[config.mk]
export PLATFORM = sky130hd
export DESIGN_NAME = fan_speed_policy_hysteresis
export DESIGN_NICKNAME = d
export VERILOG_FILES = /design/src/rtl/fsph_pkg.sv /design/src/rtl/fan_speed_policy_hysteresis.sv /design/src/rtl/fsph_front.sv /design/src/rtl/fsph_back.sv /design/src/rtl/fsph_outq.sv
export SDC_FILE = /design/constraint.sdc
export NUM_CORES = 1
export LEC_CHECK = 0
export ABC_CLOCK_PERIOD_IN_PS = 11300
export BUFFER_PORTS_ARGS = -buffer_cell sky130_fd_sc_hd__buf_4
export CAP_MARGIN = 5
export CORE_MARGIN = 2
export CORE_UTILIZATION = 40
export DETAILED_ROUTE_END_ITERATION = 6
export GPL_TIMING_DRIVEN = 0
export PLACE_DENSITY = 0.61
export SLEW_MARGIN = 20
export SYNTH_ARGS = -nofsm -noshare
export SYNTH_HDL_FRONTEND = slang
export SYNTH_HIERARCHICAL = 1
export SYNTH_SLANG_ARGS = --single-unit
[constraint.sdc]
create_clock -name clk -period 11.3 [get_ports clk]
set_clock_uncertainty 0.1 [all_clocks]
set_input_delay 1.13 -clock clk [delete_from_list [all_inputs] [get_ports clk]]
set_output_delay 1.13 -clock clk [all_outputs]
set_load 0.005 [all_outputs]
[src/rtl/fsph_pkg.sv]
// Shared types, constants and helpers of the fan speed policy block.
`default_nettype none

package fsph_pkg;

  typedef enum logic [1:0] {
    REG_BASE_SPEED = 2'd0,
    REG_CPU_THRESH = 2'd1,
    REG_GPU_THRESH = 2'd2,
    REG_TWO_FANS   = 2'd3
  } reg_index_t;

  localparam logic [7:0] BASE_SPEED_RESET = 8'd64;
  localparam logic [7:0] CPU_THRESH_RESET = 8'd50;
  localparam logic [7:0] GPU_THRESH_RESET = 8'd70;
  localparam logic       TWO_FANS_RESET   = 1'b1;
  localparam logic signed [9:0] REM_RESET = -10'sd80;
  localparam logic [7:0] DUTY_RESET       = 8'd0;
  localparam logic [7:0] DUTY_MAX         = 8'd255;
  localparam logic [7:0] DUTY_STOP        = 8'd0;

  typedef struct packed {
    logic [7:0] base_speed;
    logic [7:0] cpu_thresh;
    logic [7:0] gpu_thresh;
    logic       two_fans;
  } cfg_t;

  typedef struct packed {
    logic signed [8:0] cpu_excess;
    logic signed [8:0] gpu_excess;
    logic              gpu_slot;
  } tick_t;

  typedef struct packed {
    logic       fan_index;
    logic [7:0] duty;
    logic       last_of_tick;
  } res_t;

  // (255 - base) / 7 as a multiply by 293/2048, exact for 8-bit spans
  function automatic logic [5:0] step_of(input logic [7:0] base);
    logic [7:0]  span;
    logic [16:0] prod;
    span = DUTY_MAX - base;
    prod = 17'(span) * 17'd293;
    return prod[16:11];
  endfunction

endpackage

`default_nettype wire

[src/rtl/fan_speed_policy_hysteresis.sv]
// Top level of the fan speed policy block: registers, front, back, result queue.
`default_nettype none

// One tick (a CPU and a GPU temperature) is taken per push and yields zero, one
// or two fan commands (fan, duty, last_of_tick) on the result queue. The front
// forms both excesses and queues up to two ticks; the back takes one tick per
// cycle when it has nothing left to send or is sending its last command, and
// sends one command per cycle while the result queue is not full. Registers are
// written through cfg_we, cfg_addr and cfg_data; the user must write them only
// while no tick is in flight, as the block does not enforce this.
module fan_speed_policy_hysteresis import fsph_pkg::*; (
  input  wire logic       clk,
  input  wire logic       rst,
  input  wire logic       cfg_we,
  input  wire logic [1:0] cfg_addr,
  input  wire logic [7:0] cfg_data,
  input  wire logic       push,
  output logic            full,
  input  wire logic [7:0] cpu_temp,
  input  wire logic [7:0] gpu_temp,
  output logic            empty,
  input  wire logic       pop,
  output logic            fan_index,
  output logic [7:0]      duty,
  output logic            last_of_tick
);

  cfg_t  cfg;
  logic  tick_valid;
  tick_t tick;
  logic  tick_pop;
  logic  res_push;
  res_t  res;
  logic  res_full;
  res_t  head;

  always_ff @(posedge clk) begin
    if (rst) begin
      cfg.base_speed <= BASE_SPEED_RESET;
      cfg.cpu_thresh <= CPU_THRESH_RESET;
      cfg.gpu_thresh <= GPU_THRESH_RESET;
      cfg.two_fans   <= TWO_FANS_RESET;
    end else if (cfg_we) begin
      case (reg_index_t'(cfg_addr))
        REG_BASE_SPEED: cfg.base_speed <= cfg_data;
        REG_CPU_THRESH: cfg.cpu_thresh <= cfg_data;
        REG_GPU_THRESH: cfg.gpu_thresh <= cfg_data;
        REG_TWO_FANS:   cfg.two_fans   <= cfg_data[0];
        default:        cfg            <= cfg;
      endcase
    end
  end

  fsph_front u_front (
    .clk        (clk),
    .rst        (rst),
    .cfg        (cfg),
    .push       (push),
    .full       (full),
    .cpu_temp   (cpu_temp),
    .gpu_temp   (gpu_temp),
    .tick_valid (tick_valid),
    .tick       (tick),
    .tick_pop   (tick_pop)
  );

  fsph_back u_back (
    .clk        (clk),
    .rst        (rst),
    .cfg        (cfg),
    .tick_valid (tick_valid),
    .tick       (tick),
    .tick_pop   (tick_pop),
    .res_push   (res_push),
    .res        (res),
    .res_full   (res_full)
  );

  fsph_outq u_outq (
    .clk      (clk),
    .rst      (rst),
    .res_push (res_push),
    .res      (res),
    .res_full (res_full),
    .empty    (empty),
    .pop      (pop),
    .head     (head)
  );

  assign fan_index    = head.fan_index;
  assign duty         = head.duty;
  assign last_of_tick = head.last_of_tick;

endmodule

`default_nettype wire

[src/rtl/fsph_front.sv]
// Front part: forms the channel excesses of a tick and queues them.
`default_nettype none

module fsph_front import fsph_pkg::*; (
  input  wire logic       clk,
  input  wire logic       rst,
  input  wire cfg_t       cfg,
  input  wire logic       push,
  output logic            full,
  input  wire logic [7:0] cpu_temp,
  input  wire logic [7:0] gpu_temp,
  output logic            tick_valid,
  output tick_t           tick,
  input  wire logic       tick_pop
);

  tick_t      entry [2];
  logic       wr_ptr;
  logic       rd_ptr;
  logic [1:0] count;
  logic       do_push;
  logic       do_pop;
  tick_t      incoming;

  always_comb begin
    incoming.cpu_excess = $signed({1'b0, cpu_temp}) - $signed({1'b0, cfg.cpu_thresh});
    incoming.gpu_excess = $signed({1'b0, gpu_temp}) - $signed({1'b0, cfg.gpu_thresh});
    incoming.gpu_slot   = cfg.two_fans;
  end

  assign full       = (count == 2'd2);
  assign tick_valid = (count != 2'd0);
  assign tick       = entry[rd_ptr];
  assign do_push    = push && !full;
  assign do_pop     = tick_pop && tick_valid;

  always_ff @(posedge clk) begin
    if (do_push) begin
      entry[wr_ptr] <= incoming;
    end
  end

  always_ff @(posedge clk) begin
    if (rst) begin
      wr_ptr <= 1'b0;
      rd_ptr <= 1'b0;
      count  <= 2'd0;
    end else begin
      if (do_push) begin
        wr_ptr <= ~wr_ptr;
      end
      if (do_pop) begin
        rd_ptr <= ~rd_ptr;
      end
      case ({do_push, do_pop})
        2'b10:   count <= count + 2'd1;
        2'b01:   count <= count - 2'd1;
        default: count <= count;
      endcase
    end
  end

endmodule

`default_nettype wire

[src/rtl/fsph_back.sv]
// Back part: hysteresis decision, fan state and command emission.
`default_nettype none

module fsph_back import fsph_pkg::*; (
  input  wire logic  clk,
  input  wire logic  rst,
  input  wire cfg_t  cfg,
  input  wire logic  tick_valid,
  input  wire tick_t tick,
  output logic       tick_pop,
  output logic       res_push,
  output res_t       res,
  input  wire logic  res_full
);

  logic signed [9:0]  rem [2];
  logic [7:0]         cur [2];
  logic [5:0]         step;
  logic               pend0;
  logic               pend1;
  logic [7:0]         pend_duty;

  logic signed [9:0]  rem_gpu;
  logic signed [10:0] diff0;
  logic signed [10:0] diff1;
  logic               hit0;
  logic               hit1;
  logic               cold;
  logic               act;
  logic signed [8:0]  sel_excess;
  logic [7:0]         sel_m1;
  logic [13:0]        prod;
  logic [14:0]        sum;
  logic [7:0]         speed;
  logic [7:0]         target;
  logic               emit0;
  logic               emit1;
  logic               load_ok;
  logic               load;
  logic               rem_idx;

  always_comb begin
    rem_gpu = rem[tick.gpu_slot];
    diff0   = 11'(tick.cpu_excess) - 11'(rem[0]);
    diff1   = 11'(tick.gpu_excess) - 11'(rem_gpu);
    hit0    = !tick.cpu_excess[8] && (diff0 > 11'sd1 || diff0 < -11'sd1);
    hit1    = !hit0 && !tick.gpu_excess[8] && (diff1 > 11'sd1 || diff1 < -11'sd1);
    cold    = !hit0 && (tick.gpu_excess < -9'sd2) && (tick.cpu_excess < -9'sd1);
    act     = hit0 || hit1 || cold;
    rem_idx = hit0 ? 1'b0 : tick.gpu_slot;

    sel_excess = hit0 ? tick.cpu_excess : tick.gpu_excess;
    sel_m1     = sel_excess[7:0] - 8'd1;
    prod       = 14'(sel_m1) * 14'(step);
    sum        = 15'(cfg.base_speed) + 15'(prod);
    if (sel_excess[7:0] == 8'd0) begin
      speed = cfg.base_speed;
    end else if (sum > 15'(DUTY_MAX)) begin
      speed = DUTY_MAX;
    end else begin
      speed = sum[7:0];
    end
    target = (hit0 || hit1) ? speed : DUTY_STOP;
    emit0  = (target != cur[0]);
    emit1  = cfg.two_fans && (target != cur[1]);
  end

  always_comb begin
    res_push         = (pend0 || pend1) && !res_full;
    res.fan_index    = !pend0;
    res.duty         = pend_duty;
    res.last_of_tick = !(pend0 && pend1);
    load_ok          = !(pend0 || pend1) || ((pend0 ^ pend1) && res_push);
    load             = tick_valid && load_ok;
    tick_pop         = load;
  end

  always_ff @(posedge clk) begin
    step <= step_of(cfg.base_speed);
    if (load && act) begin
      pend_duty <= target;
    end
  end

  always_ff @(posedge clk) begin
    if (rst) begin
      rem[0] <= REM_RESET;
      rem[1] <= REM_RESET;
      cur[0] <= DUTY_RESET;
      cur[1] <= DUTY_RESET;
      pend0  <= 1'b0;
      pend1  <= 1'b0;
    end else begin
      if (load && act) begin
        if (hit0 || hit1) begin
          rem[rem_idx] <= 10'(sel_excess);
        end
        cur[0] <= target;
        if (cfg.two_fans) begin
          cur[1] <= target;
        end
        pend0 <= emit0;
        pend1 <= emit1;
      end else if (res_push) begin
        if (pend0) begin
          pend0 <= 1'b0;
        end else begin
          pend1 <= 1'b0;
        end
      end
    end
  end

endmodule

`default_nettype wire

[src/rtl/fsph_outq.sv]
// Result queue: holds fan commands until they are taken.
`default_nettype none

module fsph_outq import fsph_pkg::*; (
  input  wire logic clk,
  input  wire logic rst,
  input  wire logic res_push,
  input  wire res_t res,
  output logic      res_full,
  output logic      empty,
  input  wire logic pop,
  output res_t      head
);

  res_t       entry [4];
  logic [1:0] wr_ptr;
  logic [1:0] rd_ptr;
  logic [2:0] count;
  logic       do_push;
  logic       do_pop;

  assign res_full = (count == 3'd4);
  assign empty    = (count == 3'd0);
  assign head     = entry[rd_ptr];
  assign do_push  = res_push && !res_full;
  assign do_pop   = pop && !empty;

  always_ff @(posedge clk) begin
    if (do_push) begin
      entry[wr_ptr] <= res;
    end
  end

  always_ff @(posedge clk) begin
    if (rst) begin
      wr_ptr <= 2'd0;
      rd_ptr <= 2'd0;
      count  <= 3'd0;
    end else begin
      if (do_push) begin
        wr_ptr <= wr_ptr + 2'd1;
      end
      if (do_pop) begin
        rd_ptr <= rd_ptr + 2'd1;
      end
      case ({do_push, do_pop})
        2'b10:   count <= count + 3'd1;
        2'b01:   count <= count - 3'd1;
        default: count <= count;
      endcase
    end
  end

endmodule

`default_nettype wire

==> flow_summary.yaml, run 1 <==
sta:
  final_hold_viol_count: 0
  setup_viol: 0
  min_period_ns: 10.70
  finalCritPeriodShare: 0.947
  worst_pin_slew_ns: 0.989
  relSlewSlack: 0.341
  layout_setup_ws_ns: 0.601
  fmaxAchievable_mhz: 93.5
  drv_slew: 0
  rsz0062_at_grt: "false"
synthesis:
  synth_edf_count: 120
  synth_warnings: 6
  yosys.area.top_type_share: 0.308
  syn_area_sq_um: 11700
  postSynth.asyncResetShare: 0
  synth.avg_cell_area_sq_um: 10.9
  ys_top_cells_by_count: "120 x edfxtp_1, 115 x ha_1, 112 x inv_1"
  netlist-cell-type-count: 86
  ys_seq_area_frac: 0.389
  ys_ff_latch: 167
  synth_top_area_cell: "edfxtp_1"
  synthTopCellsByArea: "edfxtp_1 31%, ha_1 12%, dfxtp_1 8.0%, fa_1 6.9%, mux2i_1 3.9%"
  yosysMostFrequentCell: "edfxtp_1"
  netlist_instances: 1071
  synth.net_count: 1257
  ys.flop_type: "edfxtp_1"
worst_setup_path:
  end_kind: "register"
  worst_path_most_repeated_cell: "fa_1"
  critPathMaxStageDelay_ns: 0.54
  crit_slowest_cell: "nor4_4"
  start_kind: "register"
  cp.arrival_ns: 10.89
  worst-path-max-fanout: 10
  cp.required_ns: 11.49
  worstSetupPathType: "reg2reg"
final_layout:
  area_delta_synth_final_pct: 12.7
  antennaDiodeCount: 0
  nets: 1323
  drive_above_1_share: 0.148
  nFillCells: 2741
clock_network:
  clock-sinks: 167
  clockBufferDepth: 2
  clock_latency_ns: 0.43
  clk_pin_slew_ns: 0.07
  cts_hold_buffers: 0
  cts_buffers: 17
  cts_tree: "yes"
  htree_levels: 4
  cts_root_buf: "clkbuf_16"
placed_design:
  dp_slack_ns: -0.00253
  dpl.hpwl_mm: 19.0
  port_buffers: 42
  place.gp.congestion: 0.867
global_routing:
  grt_antenna_before_repair: 0
  gr-usage-met1: 0.221
  grt_pass1_wl_mm: 40.4
  met2_usage: 0.282
  globalRouteOverflowTotal: 0
  grtUsageMet3: 0.0233
  grt_pass1_vias: 8062
  top_usage_layer: "met2"
  grt_max_degree: 20
  grt_use_total: 0.165
drt:
  postRouteAntennaNets: 0
  drc_errors: 0
  first_pass_iters: 5
  drtIter0Drc: 416
  wirelength_mm: 24.4
  avgRoutedWirePerCell_um: 15.9
  num_vias: 7964
  vias_per_cell: 5.19
floorplanning:
  die_w_um: 175
  rows: 62
  fp.dieH_um: 175
  die_area_sq_um: 30600
  pin_count: 43
  start_util: 0.407
  coreArea_sq_um: 28700
run_status:
  status: "finished clean"
flow_run:
  maxCapViolations: 0
hold_path:
  hold_class: "reg2reg"
-- per-layer routing --
metal | routed length [um] | vias to the layer above | share of wire
met3 | 734 | 24 | 0.030
li1 | - | 3968 | -
met4 | 295 | 0 | 0.012
met5 | 0 | - | 0
met2 | 11700 | 139 | 0.48
met1 | 11600 | 3833 | 0.48
-- repair_timing --
item / 4_1_cts / 5_1_grt
endpoints found under the setup margin: 2 / 5
pin swaps: 0 / 1
setup buffers: 0 / 4
gates resized for setup: 1 / 11
-- sequential cells by signal, indices dropped and copies added (netlist names), named ones only --
name	count
u_back/pend0	1
u_back/pend1	1
u_outq/rd_ptr	2
u_back/pend_duty	8
u_front/wr_ptr	1
u_outq/entry	40
u_back/step	6
cfg	25
u_front/entry	38
u_back/rem	18
u_outq/wr_ptr	2
u_outq/count	3
u_back/cur	16
u_front/rd_ptr	1
u_front/count	2
-- final cells by class --
cell class,instances,area (sq um),area share
flip-flops and latches,167,4540,0.345
multi-input cells,768,6670,0.506
plain buffers,22,108,0.00817
well taps,384,480,0.0365
clock inverters,14,158,0.0120
repair buffers,47,357,0.0271
inverters,114,428,0.0325
clock buffers,18,429,0.0326
-- layout by cell type (no fill, tap or decap), drive strengths merged, types with 38 or more instances in the layout --
cell type / instances
mux2i: 48
inv: 121
nor2: 95
edfxtp: 120
fa: 40
dfxtp: 47
buf: 58
and2: 38
ha: 115
nand2b: 41
nand2: 40
-- through the flow --
stage / std cells / cell area [sq um] / hold slack [ns] / util / setup TNS, ns
after floorplan: 1071 / 11700 / 0.348 / - / 0
after global placement: 1497 / 12500 / 0.359 / 0.435 / -0.0143
after detailed placement: 1498 / 12500 / 0.362 / 0.435 / -0.00253
after CTS: 1530 / 13100 / 0.377 / 0.456 / 0
after global routing: 1534 / 13200 / 0.397 / 0.459 / 0
final: 1534 / 13200 / 0.377 / 0.459 / 0
-- cell families (layout without fill, tap and decap cells) --
family                     Yosys count  after routing  synth area share
AOI/OAI and AO/OA                  169            169             0.109
xor gates and xnor gates            39             39            0.0299
adders and majority gates          155            155             0.192
DFF                                167            167             0.389
buffers and inverters              136            215            0.0456
and+or+nand+nor                    325            325             0.153
muxes                               80             80            0.0822
-- final timing paths --
path | startpoint | slack, ns | to | cells past startpoint
hold / removal | cfg[16] | 0.38 | cfg[16] | 2
setup reg to reg | register | 0.60 | u_back/pend1 | 40
setup / recovery | register | 0.60 | u_back/pend1 | 40
hold reg to reg | cfg[16] | 0.38 | cfg[16] | 2
-- critical path: cells and delay by family, from the launching register on --
| family | cells | cell delay, ns |
|---|---|---|
| compound gates | 12 | 2.70 |
| mux | 2 | 0.54 |
| simple gates | 8 | 1.90 |
| buf+inv | 9 | 1.38 |
| flops | 1 | 0.31 |
| xor+xnor | 1 | 0.54 |
| fa+ha+maj | 8 | 3.06 |
Power of run 1 is left out: the tool's default activity adds up to more than one toggle a clock period on the data nets, which glitch-free logic cannot reach.
==> run 2, diff against run 1 <==
- SYNTH_HIERARCHICAL: 1 -> default
==> flow_summary.yaml, run 2 <==
clock_network:
  clock-sinks: 167
  cts_tree: "yes"
  cts_buffers: 17
  cts_hold_buffers: 0
  cts_root_buf: "clkbuf_16"
  clk_pin_slew_ns: 0.07
  cts_setup_buffers: 0
  htree_levels: 4
  clockBufferDepth: 2
  clock_latency_ns: 0.43
placed_design:
  port_buffers: 41
  place.gp.congestion: 0.865
  dpl.hpwl_mm: 20.3
drt:
  num_vias: 7917
  drtIter0Drc: 529
  first_pass_iters: 7
  vias_per_cell: 5.22
  wirelength_mm: 25.3
  avgRoutedWirePerCell_um: 16.7
  postRouteAntennaNets: 0
  drc_errors: 0
global_routing:
  grt_use_total: 0.175
  grt_antenna_before_repair: 0
  grt_max_degree: 21
  globalRouteOverflowTotal: 0
  grt_pass1_vias: 7886
  grt_pass1_wl_mm: 41.6
worst_setup_path:
  worst-path-max-fanout: 19
  worstSetupPathType: "reg2reg"
  worst_path_most_repeated_cell: "fa_1"
  crit_slowest_cell: "fa_1"
  cp.arrival_ns: 10.92
  start_kind: "register"
  cp.required_ns: 11.52
  end_kind: "register"
  critPathMaxStageDelay_ns: 0.53
synthesis:
  ys_top_cells_by_count: "120 x edfxtp_1, 115 x ha_1, 112 x inv_1"
  yosysMostFrequentCell: "edfxtp_1"
  yosys.area.top_type_share: 0.315
  postSynth.asyncResetShare: 0
  syn_area_sq_um: 11500
  synth.avg_cell_area_sq_um: 10.7
  synth_warnings: 0
  synth_top_area_cell: "edfxtp_1"
  synth_edf_count: 120
  netlist_instances: 1066
  netlist-cell-type-count: 93
  synthTopCellsByArea: "edfxtp_1 31%, ha_1 13%, dfxtp_1 8.2%, fa_1 7.0%, inv_1 3.7%"
  synth.net_count: 1252
  ys_seq_area_frac: 0.397
  ys_ff_latch: 167
  ys.flop_type: "edfxtp_1"
floorplanning:
  pin_count: 43
  start_util: 0.409
  rows: 61
  fp.dieH_um: 173
  die_w_um: 173
  die_area_sq_um: 30000
  coreArea_sq_um: 28000
final_layout:
  final_common_cell: "edfxtp_1"
  multi_input_area_sq_um: 6450
  registers.top_by_ff_count: "u_outq.entry"
  largest_reg_flops: 40
  drive_above_1_share: 0.125
  nets: 1312
  area_delta_synth_final_pct: 12.9
  antennaDiodeCount: 0
  final_util: 0.461
  layout_common_cells: "120 x edfxtp_1, 115 x ha_1, 112 x inv_1"
  nFillCells: 2611
  reg_top3: "u_outq.entry (40), u_front.entry (38), cfg (25)"
  seqCellArea_sq_um: 4540
flow_run:
  maxCapViolations: 0
sta:
  drv_slew: 0
  relSlewSlack: 0.320
  fmaxAchievable_mhz: 93.4
  min_period_ns: 10.70
  setup_viol: 0
  rsz0062_at_grt: "false"
  hold_slack_ns: 0.358
  finalCritPeriodShare: 0.947
  final_hold_viol_count: 0
  worst_pin_slew_ns: 1.02
run_status:
  status: "finished clean"
hold_path:
  hold_class: "reg2reg"
==> run 2: per-stage QoR <==
step | instance area (sq um) | setup WS [ns] | std cells | setup TNS [ns]
after detailed placement | 12200 | -0.633 | 1486 | -2.03
after global routing | 12900 | 0.00542 | 1517 | 0
after CTS | 12900 | 0.394 | 1517 | 0
after global placement | 12200 | -0.543 | 1485 | -1.34
after floorplan | 11500 | 1.39 | 1066 | 0
final | 12900 | 0.598 | 1517 | 0
==> run 2: repair_timing <==
item                                    CTS  global route
endpoints found under the setup margin   12             2
gates resized for setup                   2             7
gates cloned                              0             0
==> run 2: critical path, delay by kind of cell (launching register included) <==
family | cells | cell delay, ns
AOI/OAI and AO/OA | 11 | 3.13
adders and majority gates | 8 | 3.21
muxes | 1 | 0.43
and+or+nand+nor | 10 | 1.85
xor gates and xnor gates | 1 | 0.31
DFF | 1 | 0.33
buffers and inverters | 8 | 1.19
==> run 2: cell type report <==
type                       count  share of cell area
clock inverter                15              0.0148
multi-input combinational    766               0.499
tap                          378              0.0366
clock buffer                  17              0.0329
inverter                     112              0.0325
buffer                        20             0.00726
sequential                   167               0.352
timing repair buffer          42              0.0250
==> run 2: final timing paths <==
path	from	endpoint	slack, ns	cells after the start
setup / recovery	register	u_back.pend1	0.60	39
hold / removal	cfg[15]	cfg[15]	0.36	2
setup reg to reg	register	u_back.pend1	0.60	39
hold reg to reg	cfg[15]	cfg[15]	0.36	2
==> run 2: cells by family (layout without fill, tap and decap cells) <==
logic type | after synthesis | in the layout | share of synthesized area
AO/OA/AOI/OAI | 187 | 187 | 0.113
XOR/XNOR | 48 | 48 | 0.0374
adder cells (fa/ha/maj) | 155 | 155 | 0.196
buffers and inverters | 133 | 206 | 0.0452
flip-flops | 167 | 167 | 0.397
multiplexers | 48 | 48 | 0.0547
AND/OR/NAND/NOR | 328 | 328 | 0.157
==> run 2: routing by layer <==
metal,global-route usage,wire [um],vias to the layer above
met2,0.284,11800,151
met1,0.246,12300,3805
li1,-,-,3937
met4,0.0434,325,0
met3,0.0248,871,24
met5,0,0,-
Power of run 2 is left out for the same reason.
==> run 3, diff against run 2 <==
- ABC_CLOCK_PERIOD_IN_PS: 11300 -> 12000
- clock period: 11.3 -> 12 ns (I/O delays scaled with it)
==> flow_summary.yaml, run 3 (synthesized netlist as in run 2, its figures left out) <==
clock_network:
  cts_root_buf: "clkbuf_16"
  clockBufferDepth: 2
  clock-sinks: 167
  clock_latency_ns: 0.43
  clk_pin_slew_ns: 0.07
  htree_levels: 4
  cts_setup_buffers: 0
  cts_buffers: 17
  cts_tree: "yes"
final_layout:
  final_common_cell: "edfxtp_1"
  nets: 1312
  layout_common_cells: "120 x edfxtp_1, 115 x ha_1, 112 x inv_1"
  area_delta_synth_final_pct: 12.4
  reg_top3: "u_outq.entry (40), u_front.entry (38), cfg (25)"
  largest_reg_flops: 40
  drive_above_1_share: 0.122
  registers.top_by_ff_count: "u_outq.entry"
  antennaDiodeCount: 0
  stdcell_area_sq_um: 12900
  finalNonFillerCells: 1517
placed_design:
  place.gp.congestion: 0.865
  dp_cells: 1486
  dpl.hpwl_mm: 20.3
  dp_slack_ns: 0.0666
  port_buffers: 41
  place_area_sq_um: 12200
run_status:
  status: "finished clean"
worst_setup_path:
  reg2reg_depth: 36
  start_kind: "register"
  cp.arrival_ns: 11.17
  worst_path_most_repeated_cell: "fa_1"
  worstSetupPathType: "reg2reg"
  end_kind: "register"
  worst-path-max-fanout: 19
  critPathMaxStageDelay_ns: 0.71
  crit_slowest_cell: "xnor2_1"
  cp.required_ns: 12.22
sta:
  fmaxAchievable_mhz: 91.3
  final_hold_viol_count: 0
  rsz0062_at_grt: "false"
  worst_pin_slew_ns: 1.04
  finalCritPeriodShare: 0.913
  setup_viol: 0
  drv_slew: 0
  min_period_ns: 10.95
  layout_setup_ws_ns: 1.05
  fin_tns_setup_ns: 0
  relSlewSlack: 0.308
drt:
  vias_per_cell: 5.22
  num_vias: 7916
  postRouteAntennaNets: 0
  drc_errors: 0
  wirelength_mm: 25.3
  avgRoutedWirePerCell_um: 16.6
  drtIter0Drc: 502
  first_pass_iters: 5
global_routing:
  grt_use_total: 0.175
  grt_pass1_vias: 7894
  grt_max_degree: 21
  grt_pass1_wl_mm: 41.7
  grt_antenna_before_repair: 0
  globalRouteOverflowTotal: 0
flow_run:
  maxCapViolations: 0
floorplanning:
  die_w_um: 173
  die_area_sq_um: 30000
  fp.dieH_um: 173
  rows: 61
  coreArea_sq_um: 28000
  start_util: 0.409
  pin_count: 43
hold_path:
  min_path_cells: 2
  hold_class: "reg2reg"
-- run 3: per-layer routing --
layer / global-route usage / part of all wire / vias up
met5: 0 / 0 / -
met4: 0.0434 / 0.013 / 0
met3: 0.0248 / 0.038 / 24
met2: 0.285 / 0.47 / 153
met1: 0.246 / 0.48 / 3794
li1: - / - / 3945
-- run 3: cell type report --
class / count / area [sq um]
timing repair buffer: 42 / 323
buffer: 20 / 93.8
clock inverter: 15 / 191
sequential: 167 / 4540
inverter: 112 / 420
clock buffer: 17 / 425
fill: 2620 / 15100
multi-input combinational: 766 / 6400
tap: 378 / 473
-- run 3: path summary, 6_finish.rpt --
check                 from  slack, ns      endpoint
hold reg to reg    cfg[15]       0.36       cfg[15]
hold / removal     cfg[15]       0.36       cfg[15]
setup / recovery  register       1.05  u_back.pend1
setup reg to reg  register       1.05  u_back.pend1
-- run 3: timing repair --
| action | CTS | global route |
|---|---|---|
| setup endpoints to repair | 0 | 16 |
| gates resized for setup | 0 | 2 |
| hold buffers | 0 | 0 |
-- run 3: worst max-delay path: cells and delay by family (launching register included) --
family / cells / cell delay [ns]
buffers and inverters: 7 / 0.89
AND/OR/NAND/NOR: 7 / 1.32
flip-flops: 1 / 0.33
multiplexers: 2 / 0.90
AO/OA/AOI/OAI: 12 / 3.62
adder cells (fa/ha/maj): 7 / 2.97
XOR/XNOR: 1 / 0.71
-- run 3: metrics by stage --
stage / utilization / hold WS (ns)
after floorplan: - / 0.336
after global placement: 0.437 / 0.347
after detailed placement: 0.437 / 0.350
after CTS: 0.459 / 0.360
after global routing: 0.460 / 0.395
final: 0.460 / 0.358
Power of run 3 is left out for the same reason.
